<file path="config.mk">
export PLATFORM = sky130hd
export DESIGN_NAME = jits_mul
export DESIGN_NICKNAME = d
export VERILOG_FILES = /design/src/jits_mul.sv
export SDC_FILE = /design/constraint.sdc
export NUM_CORES = 2
export LEC_CHECK = 0
export BUFFER_PORTS_ARGS = -buffer_cell sky130_fd_sc_hd__buf_2
export CAP_MARGIN = 20
export CORE_UTILIZATION = 54
export DETAILED_ROUTE_END_ITERATION = 16
export PLACE_DENSITY = 0.72
export SYNTH_ARGS = -nofsm -noshare
export SYNTH_HDL_FRONTEND = slang
export SYNTH_SLANG_ARGS = --single-unit
</file>
<file path="constraint.sdc">
create_clock -name clk -period 12.7 [get_ports clk]
set_input_delay 2.54 -clock clk [delete_from_list [all_inputs] [get_ports clk]]
set_output_delay 2.54 -clock clk [all_outputs]
set_load 0.01 [all_outputs]
</file>
<file path="src/jits_mul.sv">
// Shared multi-cycle multiplier: 48 x 32 unsigned product from three 16 x 32 partial products.
// Depends on nothing; product is valid on the cycle done pulses.
module jits_mul (
    input  logic        clk,
    input  logic        rst_n,
    input  logic        start,
    input  logic [47:0] a,
    input  logic [31:0] b,
    output logic        done,
    output logic [79:0] product
);

    logic [47:0] a_reg, a_next;
    logic [31:0] b_reg, b_next;
    logic [79:0] acc_reg, acc_next;
    logic [1:0]  cnt_reg, cnt_next;
    logic        busy_reg, busy_next;
    logic        done_reg, done_next;
    logic [15:0] chunk;
    logic [47:0] pp;
    logic [79:0] pp_sh;

    always_comb
    begin
        unique case (cnt_reg)
            2'd0:    chunk = a_reg[15:0];
            2'd1:    chunk = a_reg[31:16];
            default: chunk = a_reg[47:32];
        endcase
        pp = 48'(chunk) * 48'(b_reg);
        unique case (cnt_reg)
            2'd0:    pp_sh = {32'd0, pp};
            2'd1:    pp_sh = {16'd0, pp, 16'd0};
            default: pp_sh = {pp, 32'd0};
        endcase

        a_next    = a_reg;
        b_next    = b_reg;
        acc_next  = acc_reg;
        cnt_next  = cnt_reg;
        busy_next = busy_reg;
        done_next = 1'b0;
        if (start)
        begin
            a_next    = a;
            b_next    = b;
            acc_next  = '0;
            cnt_next  = 2'd0;
            busy_next = 1'b1;
        end
        else if (busy_reg)
        begin
            acc_next = acc_reg + pp_sh;
            cnt_next = cnt_reg + 2'd1;
            if (cnt_reg == 2'd2)
            begin
                busy_next = 1'b0;
                done_next = 1'b1;
            end
        end
    end

    always_ff @(posedge clk or negedge rst_n)
    begin
        if (!rst_n)
        begin
            cnt_reg  <= 2'd0;
            busy_reg <= 1'b0;
            done_reg <= 1'b0;
        end
        else
        begin
            cnt_reg  <= cnt_next;
            busy_reg <= busy_next;
            done_reg <= done_next;
        end
    end

    always_ff @(posedge clk)
    begin
        a_reg   <= a_next;
        b_reg   <= b_next;
        acc_reg <= acc_next;
    end

    assign done    = done_reg;
    assign product = acc_reg;

endmodule

</file>
# Word level (Yosys, flattened, before mapping)
# Cells that the tools add are included.
[classes]
n_addsub = 2
n_mul = 1
eq_ne = 2
muxes = 10
reduce_logical = 2
[ops]
columns = ["op", "count"]
rows = [
  ["80-bit case mux with 2 select lines", 1],
  ["80-bit adder", 1],
  ["16-bit by 32-bit multiplier with 48-bit output", 1],
  ["16-bit case mux with 2 select lines", 1],
  ["1-bit 2-to-1 mux", 6],
  ["2-bit 2-to-1 mux", 2],
  ["2-bit by 1-bit adder with 2-bit output (second input constant)", 1],
  ["2-bit by 1-bit == test with 1-bit output (second input constant)", 1],
  ["2-bit == test (second input constant)", 1],
  ["2-bit logical NOT", 1],
  ["2-bit nonzero test", 1],
]
[totals]
regBits = 164

# Depth between registers and ports, before layout
[logic_depth]
depth_word = 5
mapped_depth = 47
mapped_depth_nobuf = 44

# Worst setup path after synthesis
# No wires, ideal clock.
[synth_path]
path_kind = "reg2reg"
from = "reg cnt_reg[1]"
to = "reg acc_reg[78], in the netlist product[78]"
setup_ns = 0.127
arrival_ns = 9.852
t_required_ns = 12.573
path_slack_ns = 2.720
path_stages_with_launch = 45
path_buffers = 4
path_cell_list = "dfrtp_1 -> inv_1 -> ha_1 -> clkbuf_1 -> inv_1 -> nand2_1 -> clkbuf_1 -> nor2_1 -> nor2_1 -> clkbuf_1 -> nand2_1 -> fa_1 -> inv_1 -> fa_1 -> inv_1 -> fa_1 -> inv_1 -> fa_1 -> [... 9 more ...] -> a21oi_2 -> a21oi_2 -> o31ai_2 -> o311ai_1 -> a211oi_2 -> xor2_1 -> o21ai_1 -> ha_1 -> clkbuf_1 -> nand3_2 -> or3_1 -> o221ai_2 -> a21boi_1 -> o21ai_2 -> a31oi_2 -> o41a_1 -> o31ai_1 -> or3b_1"
[synth_between]
elab_chain_cells = 5
elab_cells_between_ends = 6
cone_classes = "add/sub (1); mul (1); eq/ne (1); mux (2); reduce/logical (1)"
[synth_lines]
columns = ["item", "line_no", "source"]
rows = [
  ["start, declared", "16", "logic [1:0] cnt_reg, cnt_next;"],
  ["start signal, assigned", "73", "cnt_reg <= cnt_next;"],
  ["2-bit by 1-bit == test with 1-bit output or 2-bit logical NOT (tied branches)", "25, 31", ""],
  ["16-bit case mux with 2 select lines", "25", "unique case (cnt_reg)"],
  ["16-bit by 32-bit multiplier with 48-bit output", "30", "pp = 48'(chunk) * 48'(b_reg);"],
  ["80-bit case mux with 2 select lines *", "31", "unique case (cnt_reg)"],
  ["80-bit adder *", "53", "acc_next = acc_reg + pp_sh;"],
  ["end signal, assigned", "83", "acc_reg <= acc_next;"],
  ["end, declared", "15", "logic [79:0] acc_reg, acc_next;"],
]
# Every way passes the cells marked *; elsewhere a longest branch is shown, timed or not.
# A chain may end at the register's enable or synchronous reset.

# Worst setup path in the final report
[layout_path]
from = "reg cnt_reg[0]"
to = "reg acc_reg[79], in the netlist product[79]"
# Same word-level chain as after synthesis.

==> flow_summary_export.csv <==
group,metric,value,unit
routing,first_iter_violations,1799,
logic_synthesis,synth_warnings,0,
final_layout,final_common_cell,"inv_1",
global_route,grt_pass1_vias,24000,
worst_setup_path,reg2reg_depth,42,
routing,vias,22900,
worst_setup_path,critPathTopFamily,"compound AO/OA/AOI/OAI gates",
clock_network,clkSinkCount,164,
worst_setup_path,reg2reg_to,"product[79]$_SDFFE_PP0P_",
clock_network,cts.htree.levels,4,
final_layout,final_cell_mix,"501 x inv_1, 419 x nand2_1, 419 x fa_1, 223 x and2_1, 202 x ha_1",
die,die_h,228,um
global_route,grt_max_degree,72,
final_layout,final_util,58.7,%
routing,highest_layer,"met5",
worst_setup_path,critPathArrivalTime,12540,ps
clock_network,clk_pin_slew_worst_paths,90,ps
die,start_util,54.8,%
run,maxCapViolCount,0,
worst_setup_path,crit_path_top_delay_cell,"a21oi_1",
die,design.die.area,0.0519,mm^2
run_status,status,"completed",
routing,wl_per_cell,21.7,um
sta,final-max-slew-violation-count,0,
logic_synthesis,synth.distinct_cells,88,
clock_network,cts_hold_repair.buffers,0,
global_route,antenna_found_initial,1,
worst_setup_path,ff2ff_setup_slack,550,ps
final_layout,fin_nets,3908,
logic_synthesis,synth-seq-area-share,14.9,%
final_layout,antenna_cells,0,
logic_synthesis,syn_area_per_cell,8.73,um^2
logic_synthesis,synth_edf_count,80,
final_layout,drive_gt1_share,8.61,%
logic_synthesis,synth-seq-cells,164,
die,rows,82,
worst_setup_path,cp-start-kind,"register",
clock_network,cts_tree,"built",
die,core_area,0.0503,mm^2
logic_synthesis,synth_cells,3155,
placed_design,place.gp.congestion,0.937,
logic_synthesis,syn_area,0.0275,mm^2
sta,min_period_over_period,95.7,%
sta,fin_crit,12150,ps
logic_synthesis,ys.flop_type,"edfxtp_1",
min_path,holdPathEnd,"product[66]$_SDFFE_PP0P_",
worst_setup_path,crit_type,"reg2reg",
die,io_pins,164,
min_path,hold_depth,2,
sta,setup_viol,0,
routing,via_per_inst,5.89,
placed_design,place_hpwl,65.7,mm
worst_setup_path,timing.critical_path.buf_inv,6,
worst_setup_path,required,13090,ps
global_route,grt_pass1_wl,133,mm
clock_network,cts_root_buffer,"clkbuf_16",
worst_setup_path,rr_startpoint,"cnt_reg[0]$_DFFE_PN0P_",
die,die_w,228,um
clock_network,cts_buffer_depth,2,
worst_setup_path,critPathCaptureType,"register",
worst_setup_path,path_max_fanout,16,
min_path,hp-class,"reg2reg",
min_path,min_from,"product[66]$_SDFFE_PP0P_",
routing,drt_pass1_iterations,5,
sta,worst_pin_slew,1190,ps
final_layout,largest_register_ff_count,80,
routing,drt_wl_total,84.5,mm
worst_setup_path,critPathMaxStageDelay,930,ps
clock_network,numCtsBuffers,17,
routing,ant_nets,0,
sta,maxSlewHeadroom,21.0,%
routing,met1Wirelength,34.4,mm
placed_design,portBuffers,163,
sta,final_hold_viol_count,0,
global_route,grt.total_usage,33.1,%
routing,wl_met3,6.28,mm
logic_synthesis,async_flop_share,2.44,%
global_route,grt_overflow_total,0,
logic_synthesis,syn-num-nets,3860,
final_layout,fill_cells,4445,
routing,drc_errors,0,
routing,met2WireLength,40.3,mm
clock_network,worstSkewPairLatency,510,ps
final_layout,layout-area-overhead-vs-synth,7.13,%
sta,max_freq,0.0823,GHz
sta,skew,27.9,ps
cells by family (layout without fill, tap and decap cells):
kind of cell,Yosys count,in the layout,synth area share [%]
AOI/OAI and AO/OA,528,528,12.9
and+or+nand+nor,984,985,17.1
adders and majority gates,622,622,39.7
xor gates and xnor gates,115,115,3.66
buffers and inverters,673,733,9.24
muxes,69,69,2.51
DFF,164,164,14.9
cell usage after synthesis, types with 16 or more instances:
cell / count / area, um^2
xnor2_1: 73 / 639
xor2_1: 42 / 368
mux2i_1: 68 / 681
and2_1: 223 / 1400
nor3_1: 17 / 85.1
a22o_1: 20 / 175
clkbuf_1: 151 / 567
nand2_1: 419 / 1570
fa_1: 419 / 8390
o21ai_0: 62 / 310
nor2_1: 177 / 664
nand4_1: 39 / 244
o21ai_1: 16 / 80.1
a21o_1: 74 / 556
and3_1: 23 / 144
a21oi_1: 172 / 861
ha_1: 203 / 2540
inv_1: 501 / 1880
edfxtp_1: 80 / 2400
dfxtp_1: 80 / 1600
o21bai_1: 32 / 240
worst min-delay path, delay by kind of cell, from the launching register on:
| family | cells | cell delay [ps] |
|---|---|---|
| and+or+nand+nor | 1 | 70 |
| AOI/OAI and AO/OA | 1 | 60 |
| DFF | 1 | 330 |
area by class of cell:
class	count	area (um^2)	area share (%)
multi-input cells	2319	21000	71.1
flip-flops and latches	164	4110	13.9
inverters	501	1880	6.37
repair buffers	200	1120	3.80
well taps	672	841	2.85
clock buffers	18	439	1.49
clock inverters	14	149	0.505
routing by layer:
metal | up-vias | track usage (%)
li1 | 10200 | -
met1 | 11500 | 42.5
met2 | 967 | 54.6
met3 | 223 | 6.36
met4 | 2 | 14.1
met5 | - | 0
how the worst max path moves through the flow:
stage                                           to  depth (start not counted)  slack, ps              startpoint
after floorplan           product[78]$_SDFFE_PP0P_                         44       2720  cnt_reg[1]$_DFFE_PN0P_
after global placement    product[79]$_SDFFE_PP0P_                         43       1100  cnt_reg[1]$_DFFE_PN0P_
after detailed placement  product[79]$_SDFFE_PP0P_                         40        720  cnt_reg[1]$_DFFE_PN0P_
after CTS                 product[79]$_SDFFE_PP0P_                         41        570  cnt_reg[1]$_DFFE_PN0P_
after global routing      product[79]$_SDFFE_PP0P_                         44         -3  cnt_reg[1]$_DFFE_PN0P_
final                     product[79]$_SDFFE_PP0P_                         42        550  cnt_reg[0]$_DFFE_PN0P_
timing repair:
action	4_1_cts	5_1_grt
gates resized for setup	0	6
hold endpoints to repair	0	0
setup endpoints to repair	0	2
setup buffers	0	2
per-stage QoR:
step                      setup slack, ps  hold slack [ps]  instances  area, um^2  setup TNS [ps]
after floorplan                      2720              506       3155       27500               0
after global placement               1100              490       3850       28800               0
after detailed placement              720              506       3850       28800               0
after CTS                             568              515       3882       29400               0
after global routing                -3.03              542       3888       29500           -3.03
final                                 550              512       3888       29500               0
Power is not shown: default switching activity piles up to over one toggle a cycle in this logic, so the estimate is an artifact.
